### src/hw/rtl/aadpm_pkg.sv
// ----------------------------------------------------------------------------
// aadpm_pkg
// Shared widths, register indexes, reset values and types for the audio
// sample to PWM compare mapper.
// ----------------------------------------------------------------------------
package aadpm_pkg;

	// Fixed field widths
	localparam int COEFF_W    = 16;
	localparam int GAIN_W     = 9;
	localparam int CENTER_W   = 9;
	localparam int LIMIT_W    = 10;
	localparam int DUTY_W     = 10;
	localparam int GAIN_FRAC  = 8;
	localparam int CFG_IDX_W  = 8;
	localparam int CFG_DATA_W = 16;

	// Configuration register indexes
	localparam logic [CFG_IDX_W-1:0] CFG_FILTER_COEFF = CFG_IDX_W'(0);
	localparam logic [CFG_IDX_W-1:0] CFG_GAIN_Q8      = CFG_IDX_W'(1);
	localparam logic [CFG_IDX_W-1:0] CFG_PWM_CENTER   = CFG_IDX_W'(2);
	localparam logic [CFG_IDX_W-1:0] CFG_PWM_LIMIT    = CFG_IDX_W'(3);

	// Register reset values
	localparam logic [COEFF_W-1:0]  RST_FILTER_COEFF = COEFF_W'(3874);
	localparam logic [GAIN_W-1:0]   RST_GAIN_Q8      = GAIN_W'(256);
	localparam logic [CENTER_W-1:0] RST_PWM_CENTER   = CENTER_W'(212);
	localparam logic [LIMIT_W-1:0]  RST_PWM_LIMIT    = LIMIT_W'(424);

	typedef logic [DUTY_W-1:0] duty_t;

	// Frame sequencer states
	typedef enum logic [2:0] {
		ST_IDLE,
		ST_FILT_MUL,
		ST_FILT_ACC,
		ST_LANE_MUL,
		ST_LANE_SCALE,
		ST_DONE
	} aadpm_state_t;

	// Low-pass filter step controls
	typedef struct packed {
		logic mul_en;
		logic upd_en;
	} lp_ctrl_t;

endpackage

### src/hw/rtl/aadpm_lowpass.sv
// ----------------------------------------------------------------------------
// aadpm_lowpass
// One-pole low-pass filter for the bass channel, two multiply steps:
// y = (a*x + (65536-a)*prev) >> 16, truncated. y becomes the new state.
// ----------------------------------------------------------------------------
module aadpm_lowpass #(
	parameter int SAMPLE_BITS = 12
) (
	input  logic                            clk,
	input  logic                            arst_n,
	input  aadpm_pkg::lp_ctrl_t             ctrl,
	input  logic [aadpm_pkg::COEFF_W-1:0]   filter_coeff,
	input  logic [SAMPLE_BITS-1:0]          sample,
	output logic [SAMPLE_BITS-1:0]          filt
);
	import aadpm_pkg::*;

	localparam int PA_W  = COEFF_W + SAMPLE_BITS;
	localparam int ACC_W = COEFF_W + 1 + SAMPLE_BITS;
	localparam logic [COEFF_W:0]       Q_ONE = (COEFF_W+1)'(1) << COEFF_W;
	localparam logic [SAMPLE_BITS-1:0] MID   = SAMPLE_BITS'(1) << (SAMPLE_BITS - 1);

	logic [PA_W-1:0]        prod_a_s1;
	logic [COEFF_W:0]       weight_b;
	logic [ACC_W-1:0]       acc;
	logic [SAMPLE_BITS-1:0] prev_q;

	// First step: weight the new sample
	always_ff @(posedge clk) begin
		if (ctrl.mul_en) begin
			prod_a_s1 <= filter_coeff * sample;
		end
	end

	// Second step: add the weighted previous output
	always_comb begin
		weight_b = Q_ONE - {1'b0, filter_coeff};
		acc      = {1'b0, prod_a_s1} + weight_b * prev_q;
	end

	// Hold the filter state, advance it once per frame
	always_ff @(posedge clk or negedge arst_n) begin
		if (!arst_n) begin
			prev_q <= MID;
		end else if (ctrl.upd_en) begin
			prev_q <= acc[COEFF_W +: SAMPLE_BITS];
		end
	end

	assign filt = prev_q;

endmodule

### src/hw/rtl/aadpm_lane.sv
// ----------------------------------------------------------------------------
// aadpm_lane
// Maps one channel sample to a PWM compare value: remove the midpoint,
// apply the Q8 gain, scale by center / midpoint, add center and clamp.
// Two registered multiply stages, the final add and clamp are combinational.
// ----------------------------------------------------------------------------
module aadpm_lane #(
	parameter int SAMPLE_BITS = 12
) (
	input  logic                            clk,
	input  logic [SAMPLE_BITS-1:0]          sample,
	input  logic [aadpm_pkg::GAIN_W-1:0]    gain_q8,
	input  logic [aadpm_pkg::CENTER_W-1:0]  pwm_center,
	input  logic [aadpm_pkg::LIMIT_W-1:0]   pwm_limit,
	output aadpm_pkg::duty_t                duty
);
	import aadpm_pkg::*;

	localparam int P1_W  = SAMPLE_BITS + 1 + GAIN_W + 1;
	localparam int SC_W  = P1_W - GAIN_FRAC;
	localparam int P2_W  = SC_W + CENTER_W + 1;
	localparam int OFF_W = P2_W - (SAMPLE_BITS - 1);
	localparam int VAL_W = OFF_W + 1;
	localparam logic [SAMPLE_BITS:0] MID_EXT = (SAMPLE_BITS+1)'(1) << (SAMPLE_BITS - 1);
	localparam logic [P1_W-1:0] RND1 = P1_W'((1 << GAIN_FRAC) - 1);
	localparam logic [P2_W-1:0] RND2 = P2_W'((1 << (SAMPLE_BITS - 1)) - 1);

	logic signed [SAMPLE_BITS:0] offset;
	logic signed [P1_W-1:0]      prod1;
	logic signed [P1_W-1:0]      prod1_s1;
	logic [P1_W-1:0]             sum1;
	logic signed [SC_W-1:0]      scaled;
	logic signed [P2_W-1:0]      prod2;
	logic signed [P2_W-1:0]      prod2_s2;
	logic [P2_W-1:0]             sum2;
	logic signed [OFF_W-1:0]     pwm_off;
	logic signed [VAL_W-1:0]     value;

	// Signed offset times gain
	always_comb begin
		offset = $signed({1'b0, sample}) - $signed(MID_EXT);
		prod1  = offset * $signed({1'b0, gain_q8});
	end

	always_ff @(posedge clk) begin
		prod1_s1 <= prod1;
	end

	// Divide by 256 toward zero, then scale by center
	always_comb begin
		sum1   = prod1_s1 + (prod1_s1[P1_W-1] ? RND1 : '0);
		scaled = $signed(sum1[P1_W-1:GAIN_FRAC]);
		prod2  = scaled * $signed({1'b0, pwm_center});
	end

	always_ff @(posedge clk) begin
		prod2_s2 <= prod2;
	end

	// Divide by the midpoint toward zero, add center, clamp to 0..limit
	always_comb begin
		sum2    = prod2_s2 + (prod2_s2[P2_W-1] ? RND2 : '0);
		pwm_off = $signed(sum2[P2_W-1:SAMPLE_BITS-1]);
		value   = $signed({{(VAL_W-CENTER_W){1'b0}}, pwm_center})
			+ $signed({pwm_off[OFF_W-1], pwm_off});
		if (value[VAL_W-1]) begin
			duty = '0;
		end else if (value[VAL_W-2:0] > {{(VAL_W-1-LIMIT_W){1'b0}}, pwm_limit}) begin
			duty = pwm_limit;
		end else begin
			duty = value[DUTY_W-1:0];
		end
	end

endmodule

### src/hw/rtl/aadpm_merge.sv
// ----------------------------------------------------------------------------
// aadpm_merge
// Collects the compare values of all lanes into one output word and holds
// it in the output register until the downstream side takes it.
// ----------------------------------------------------------------------------
module aadpm_merge #(
	parameter int NUM_CHANNELS = 3
) (
	input  logic                  clk,
	input  logic                  arst_n,
	input  aadpm_pkg::duty_t      duty [NUM_CHANNELS],
	input  logic                  load,
	input  logic                  out_tready,
	output logic                  out_tvalid,
	output logic [((NUM_CHANNELS*aadpm_pkg::DUTY_W+7)/8)*8-1:0] out_tdata,
	output logic                  slot_free
);
	import aadpm_pkg::*;

	localparam int OUT_W = ((NUM_CHANNELS * DUTY_W + 7) / 8) * 8;

	logic [OUT_W-1:0] packed_data;
	logic [OUT_W-1:0] data_q;
	logic             valid_q;

	// Pack lanes, first channel in the lowest bits
	always_comb begin
		packed_data = '0;
		for (int ch = 0; ch < NUM_CHANNELS; ch++) begin
			packed_data[ch*DUTY_W +: DUTY_W] = duty[ch];
		end
	end

	// Hold the result until the transaction completes
	always_ff @(posedge clk or negedge arst_n) begin
		if (!arst_n) begin
			valid_q <= 1'b0;
		end else if (load) begin
			valid_q <= 1'b1;
		end else if (out_tready) begin
			valid_q <= 1'b0;
		end
	end

	always_ff @(posedge clk) begin
		if (load) begin
			data_q <= packed_data;
		end
	end

	assign slot_free  = !valid_q || out_tready;
	assign out_tvalid = valid_q;
	assign out_tdata  = data_q;

endmodule

### src/hw/rtl/audio_adc_to_pwm_mapper.sv
// ----------------------------------------------------------------------------
// audio_adc_to_pwm_mapper
// Maps a frame of ADC samples to class-D PWM compare values, with a one-pole
// low-pass filter on the last (bass) channel.
// ----------------------------------------------------------------------------
// One frame is taken at a time and yields one word of compare values. A
// frame passes, from its transaction to the next frame being taken, through
// two filter multiply steps, two lane multiply stages, the clamp into the
// output register and the return to idle. A result still waiting downstream
// stretches this until the output register frees up. All channels run in
// parallel lanes, so the sequence does not depend on NUM_CHANNELS. Write
// configuration only while no frame is in flight.
module audio_adc_to_pwm_mapper #(
	parameter int SAMPLE_BITS  = 12,
	parameter int NUM_CHANNELS = 3,
	localparam int IN_W  = ((NUM_CHANNELS * SAMPLE_BITS + 7) / 8) * 8,
	localparam int OUT_W = ((NUM_CHANNELS * aadpm_pkg::DUTY_W + 7) / 8) * 8
) (
	input  logic                               clk,
	input  logic                               arst_n,
	input  logic                               s_axis_tvalid,
	output logic                               s_axis_tready,
	// sample_first, sample_second, sample_bass (bass last)
	input  logic [IN_W-1:0]                    s_axis_tdata,
	output logic                               m_axis_tvalid,
	input  logic                               m_axis_tready,
	// duty_first, duty_second, duty_bass (bass last)
	output logic [OUT_W-1:0]                   m_axis_tdata,
	input  logic                               cfg_valid,
	output logic                               cfg_ready,
	input  logic [aadpm_pkg::CFG_IDX_W-1:0]    cfg_index,
	input  logic [aadpm_pkg::CFG_DATA_W-1:0]   cfg_data
);
	import aadpm_pkg::*;

	localparam int FRAME_W = NUM_CHANNELS * SAMPLE_BITS;

	aadpm_state_t              state_q;
	aadpm_state_t              state_d;
	logic [FRAME_W-1:0]        samp_q;
	logic [COEFF_W-1:0]        filter_coeff_q;
	logic [GAIN_W-1:0]         gain_q8_q;
	logic [CENTER_W-1:0]       pwm_center_q;
	logic [LIMIT_W-1:0]        pwm_limit_q;
	lp_ctrl_t                  lp_ctrl;
	logic [SAMPLE_BITS-1:0]    bass_filt;
	duty_t                     duty [NUM_CHANNELS];
	logic                      slot_free;
	logic                      load;
	logic                      in_accept;

	assign in_accept = s_axis_tvalid && s_axis_tready;
	assign cfg_ready = 1'b1;

	// Configuration registers
	always_ff @(posedge clk or negedge arst_n) begin
		if (!arst_n) begin
			filter_coeff_q <= RST_FILTER_COEFF;
			gain_q8_q      <= RST_GAIN_Q8;
			pwm_center_q   <= RST_PWM_CENTER;
			pwm_limit_q    <= RST_PWM_LIMIT;
		end else if (cfg_valid && cfg_ready) begin
			unique case (cfg_index)
				CFG_FILTER_COEFF: filter_coeff_q <= cfg_data[COEFF_W-1:0];
				CFG_GAIN_Q8:      gain_q8_q      <= cfg_data[GAIN_W-1:0];
				CFG_PWM_CENTER:   pwm_center_q   <= cfg_data[CENTER_W-1:0];
				CFG_PWM_LIMIT:    pwm_limit_q    <= cfg_data[LIMIT_W-1:0];
				default: ;
			endcase
		end
	end

	// Capture the frame on its transaction
	always_ff @(posedge clk) begin
		if (in_accept) begin
			samp_q <= s_axis_tdata[FRAME_W-1:0];
		end
	end

	// Frame sequencer
	always_ff @(posedge clk or negedge arst_n) begin
		if (!arst_n) begin
			state_q <= ST_IDLE;
		end else begin
			state_q <= state_d;
		end
	end

	always_comb begin
		state_d        = state_q;
		s_axis_tready  = 1'b0;
		lp_ctrl.mul_en = 1'b0;
		lp_ctrl.upd_en = 1'b0;
		load           = 1'b0;
		unique case (state_q)
			ST_IDLE: begin
				s_axis_tready = 1'b1;
				if (s_axis_tvalid) begin
					state_d = ST_FILT_MUL;
				end
			end
			ST_FILT_MUL: begin
				lp_ctrl.mul_en = 1'b1;
				state_d        = ST_FILT_ACC;
			end
			ST_FILT_ACC: begin
				lp_ctrl.upd_en = 1'b1;
				state_d        = ST_LANE_MUL;
			end
			ST_LANE_MUL: begin
				state_d = ST_LANE_SCALE;
			end
			ST_LANE_SCALE: begin
				state_d = ST_DONE;
			end
			ST_DONE: begin
				if (slot_free) begin
					load    = 1'b1;
					state_d = ST_IDLE;
				end
			end
			default: begin
				state_d = ST_IDLE;
			end
		endcase
	end

	// Bass filter
	aadpm_lowpass #(
		.SAMPLE_BITS (SAMPLE_BITS)
	) u_lowpass (
		.clk          (clk),
		.arst_n       (arst_n),
		.ctrl         (lp_ctrl),
		.filter_coeff (filter_coeff_q),
		.sample       (samp_q[(NUM_CHANNELS-1)*SAMPLE_BITS +: SAMPLE_BITS]),
		.filt         (bass_filt)
	);

	// One mapping lane per channel, the last one fed by the filter
	for (genvar ch = 0; ch < NUM_CHANNELS; ch++) begin : g_lane
		logic [SAMPLE_BITS-1:0] lane_in;

		if (ch == NUM_CHANNELS - 1) begin : g_bass
			assign lane_in = bass_filt;
		end else begin : g_plain
			assign lane_in = samp_q[ch*SAMPLE_BITS +: SAMPLE_BITS];
		end

		aadpm_lane #(
			.SAMPLE_BITS (SAMPLE_BITS)
		) u_lane (
			.clk        (clk),
			.sample     (lane_in),
			.gain_q8    (gain_q8_q),
			.pwm_center (pwm_center_q),
			.pwm_limit  (pwm_limit_q),
			.duty       (duty[ch])
		);
	end

	// Merge lanes into the output register
	aadpm_merge #(
		.NUM_CHANNELS (NUM_CHANNELS)
	) u_merge (
		.clk        (clk),
		.arst_n     (arst_n),
		.duty       (duty),
		.load       (load),
		.out_tready (m_axis_tready),
		.out_tvalid (m_axis_tvalid),
		.out_tdata  (m_axis_tdata),
		.slot_free  (slot_free)
	);

	// A frame transaction starts the filter step
	a_accept_starts: assert property (@(posedge clk) disable iff (!arst_n)
		in_accept |=> state_q == ST_FILT_MUL)
		else $error("frame transaction did not start the sequencer");

	// The filter state moves only at its update step
	a_filt_update: assert property (@(posedge clk) disable iff (!arst_n)
		!$stable(bass_filt) |-> $past(state_q == ST_FILT_ACC))
		else $error("bass filter state changed outside its update step");

	// A new result appears only when the sequencer finishes a frame
	a_result_source: assert property (@(posedge clk) disable iff (!arst_n)
		$rose(m_axis_tvalid) |-> $past(state_q == ST_DONE))
		else $error("output valid rose without a finished frame");

	// A finished frame never overwrites a waiting result
	a_no_overwrite: assert property (@(posedge clk) disable iff (!arst_n)
		(load && m_axis_tvalid) |-> m_axis_tready)
		else $error("result loaded over a pending transaction");

endmodule

### config.mk
export PLATFORM = sky130hd
export DESIGN_NAME = audio_adc_to_pwm_mapper
export DESIGN_NICKNAME = d
export VERILOG_FILES = /design/src/hw/rtl/aadpm_pkg.sv /design/src/hw/rtl/aadpm_lowpass.sv /design/src/hw/rtl/aadpm_lane.sv /design/src/hw/rtl/aadpm_merge.sv /design/src/hw/rtl/audio_adc_to_pwm_mapper.sv
export SDC_FILE = /design/constraint.sdc
export NUM_CORES = 2
export LEC_CHECK = 0
export BUFFER_PORTS_ARGS = -buffer_cell sky130_fd_sc_hd__buf_2
export CORE_ASPECT_RATIO = 1.4
export CORE_MARGIN = 1
export CORE_UTILIZATION = 60
export CTS_BUF_LIST = sky130_fd_sc_hd__clkbuf_8
export DETAILED_ROUTE_END_ITERATION = 8
export PLACE_DENSITY = 0.8
export SETUP_SLACK_MARGIN = 0.4
export SLEW_MARGIN = 30
export SYNTH_ARGS = -nofsm -noshare
export SYNTH_HDL_FRONTEND = slang
export SYNTH_HIERARCHICAL = 1
export SYNTH_SLANG_ARGS = --single-unit
### constraint.sdc
create_clock -name clk -period 9.06 [get_ports clk]
set_input_delay 1.812 -clock clk [delete_from_list [all_inputs] [get_ports clk]]
set_output_delay 1.812 -clock clk [all_outputs]
set_load 0.005 [all_outputs]
==> summary.txt <==
Synthesis
  • Post-synth ARST share: 20.1%
  • Post-synth top cells: inv_1, fa_1, nand2_1, ha_1, and2_1
  • Syn avg cell area: 9.39 um2
  • Largest area contributor in the netlist: fa_1
  • #FFs+latches synth: 298
  • Post-synth EDFFs: 94
  • Ranking of synthesized cells by area: fa_1, ha_1, inv_1
  • Register area share after synthesis: 13.3%
  • Count of cell types in the netlist: 114
  • Top_reg_cell synth: dfxtp_1
  • Post-synth top area share: 35.1%
  • Cells after Synth: 5786
  • Post-Syn Area: 54300 um2
  • Most numerous cell in the Yosys netlist: inv_1
  • Yosys warns: 6

Outcome
  • Status: complete, no violations

Worst hold path
  • Worst hold-check path type: reg -> reg

Floorplanning
  • Placeable Area: 89800 um2
  • Ports: 104
  • FP Rows: 130
  • Die Area: 91800 um2
  • Initial core utilization: 60.5%
  • Die X-Extent: 256 um
  • Die Ht: 358 um

Clock network
  • Clk buf depth: 3
  • Resize count post-CTS: 0
  • Clk pin slew, worst setup/hold paths: 0.07 ns
  • Cts bufs inserted: 52
  • Skew-Pair Late Insertion Delay: 0.71 ns
  • # hold bufs at CTS: 0
  • CTS tree: yes
  • Setup Fix Bufs, Post-CTS: 0
  • CTS root buffer: clkbuf_8
  • H-tree depth: 2
  • Clock Sinks: 298

Critical path
  • Crit Path Max Fanout: 9
  • Crit path required time: 9.69 ns
  • CP endpoint kind: flop
  • Worst Path Arrival: 8.78 ns
  • Setup crit end: g_lane[1].u_lane/prod2_s2[24]
  • Crit path launch type: flop
  • Crit path from: g_lane[1].u_lane/prod1_s1[22]
  • CP Class: reg -> reg
  • R2R depth: 27
  • R2r startpoint: g_lane[1].u_lane/prod1_s1[22]
  • Worst reg2reg path endpoint: g_lane[1].u_lane/prod2_s2[24]
  • Flop2flop setup slack: 0.92 ns

Drt
  • Avg WL per Cell: 16.7 um
  • Vias per cell: 5.52
  • Final ANT Viol Nets: 0
  • Number of remaining DRC errors: 0
  • Pre-antenna DRT Iters: 5
  • DR iter-0 viols: 1757
  • Via count: 39100
  • Final WL: 118 mm

Timing
  • Max Fclk: 0.123 GHz
  • # setup viols final: 0
  • Setup ws final: 0.915 ns
  • Slew headroom: 29.0%
  • Final-report hold violation count: 0
  • Unrepaired setup endpoints after global routing: no
  • Final Cycle Share: 89.9%
  • Setup_tns: 0 ns
  • Final slew viol count: 0
  • Worst slew pin tran: 1.06 ns
  • Worst Skew: 0.0360 ns
  • Tmin final: 8.14 ns

Placed design
  • Gpl congestion: 0.900
  • Hpwl dp: 96.5 mm
  • Port Buffers: 96
  • Area post-placement: 56100 um2
  • Worst slack, placed: 0.984 ns

Pwr
  • Pwr Density: 298 nW/um2
  • Pleak: 29.9 nW
  • Overall power: 17.1 mW
  • IR Drop Worst-Case VDD: 1.06 mV

GRT
  • First-pass GRT wire length: 202 mm
  • Grt total ovfl: 0
  • Pin count of the biggest net entering global routing: 61
  • Gr busiest metal: met2
  • Antenna violations before repair: 3
  • Met1 usage: 29.5%
  • Total GRT Usage: 27.0%
  • M2 GR Usage: 51.6%
  • Vias in the first global route: 43500
  • M3 GR Usage: 3.66%

Cells and area
  • Share of cells above drive strength 1: 6.50%
  • Post-route cell area: 57300 um2
  • Total Nets Final: 7422
  • Fill count: 7105
  • Area growth from synthesis to layout: 5.48%

Job
  • Number of max-cap violations: 0
sequential cells by signal, indices dropped and copies added (netlist names):
signal	cells
g_lane.u_lane/prod1_s1	69
u_lowpass/prod_a_s1	28
g_lane.u_lane/prod2_s2	75
pwm_limit_q	10
u_merge/out_tvalid	1
pwm_center_q	9
samp_q	36
u_merge/out_tdata	30
filter_coeff_q	16
state_q	3
gain_q8_q	9
u_lowpass/filt	12
area by class of cell:
| type | count | area (um2) | share of cell area, % |
|---|---|---|---|
| multi-input combinational | 4114 | 41900 | 73.1 |
| sequential | 298 | 7230 | 12.6 |
| inverter | 1236 | 4640 | 8.10 |
| tap | 1188 | 1490 | 2.59 |
| timing repair buffer | 148 | 871 | 1.52 |
| clock buffer | 63 | 867 | 1.51 |
| clock inverter | 34 | 293 | 0.511 |
| antenna | 1 | 2.50 | 0.00437 |
power by group:
group          switching, mW  internal (mW)  total (mW)  leakage (nW)
registers              0.508           1.78        2.29          2.80
logic                   7.73           5.69        13.4          26.4
clock network          0.620          0.755        1.37         0.629
worst min path at each step:
| stage | from | to | cells past startpoint |
|---|---|---|---|
| after floorplan | filter_coeff_q[3] | filter_coeff_q[3] | 1 |
| after global placement | gain_q8_q[4] | gain_q8_q[4] | 1 |
| after detailed placement | gain_q8_q[5] | gain_q8_q[5] | 1 |
| after CTS | gain_q8_q[5] | gain_q8_q[5] | 1 |
| after global routing | gain_q8_q[5] | gain_q8_q[5] | 1 |
| final | gain_q8_q[5] | gain_q8_q[5] | 1 |
metrics by stage:
stage	std cells	hold WS (ns)	utilization, %
final	7082	0.513	63.8
after global routing	7082	0.517	63.8
after CTS	7081	0.512	63.8
after detailed placement	6984	0.497	62.5
after global placement	6984	0.488	62.5
after floorplan	5787	0.479	-
worst max-delay path: stages (launching register included):
cell	delay, ns
dfxtp_1	0.43
ha_1	0.34
a31o_2	0.15
a21oi_1	0.08
o21ai_2	0.20
a41oi_2	0.23
nor3_1	0.53
nand3_1	0.18
xnor2_1	0.67
nand2_1	0.18
fa_1	0.53
inv_1	0.05
fa_1	0.52
fa_1	0.45
fa_1	0.56
inv_1	0.06
fa_1	0.50
inv_1	0.04
ha_1	0.34
and2_1	0.18
a221o_1	0.33
a21o_1	0.18
a21oi_1	0.28
a2bb2oi_1	0.22
o31ai_1	0.14
a311o_1	0.39
a21oi_1	0.17
xnor2_1	0.13
layer usage:
| metal | vias to the layer above | part of all wire (%) |
|---|---|---|
| li1 | 18000 | - |
| met1 | 19600 | 37 |
| met2 | 1093 | 54 |
| met3 | 342 | 4.9 |
| met4 | 4 | 4.1 |
| met5 | - | 0.023 |
cell families after synthesis:
group           share of synthesized area (%)
flops                                    13.3
buf+inv                                  9.61
compound gates                           6.50
fa+ha+maj                                47.8
mux                                      1.86
xor+xnor                                 4.72
simple gates                             16.2
other cells                            0.0138
placed cells by master, fill, tap and decap left out, types with 52 or more instances in the layout:
cell | netlist | layout
xor2_1 | 68 | 68
buf_2 | 1 | 96
a21o_1 | 65 | 65
fa_1 | 953 | 953
o21ai_0 | 75 | 75
inv_1 | 1236 | 1247
and2_1 | 516 | 515
buf_4 | 4 | 52
edfxtp_1 | 94 | 94
clkbuf_8 | 0 | 63
nand3_1 | 64 | 64
a21oi_1 | 144 | 144
nand2_1 | 666 | 666
ha_1 | 550 | 550
xnor2_1 | 223 | 222
nor2b_1 | 92 | 90
dfxtp_1 | 144 | 144
nor2_1 | 141 | 141
No activity file was read; power rests on OpenSTA's default activity.
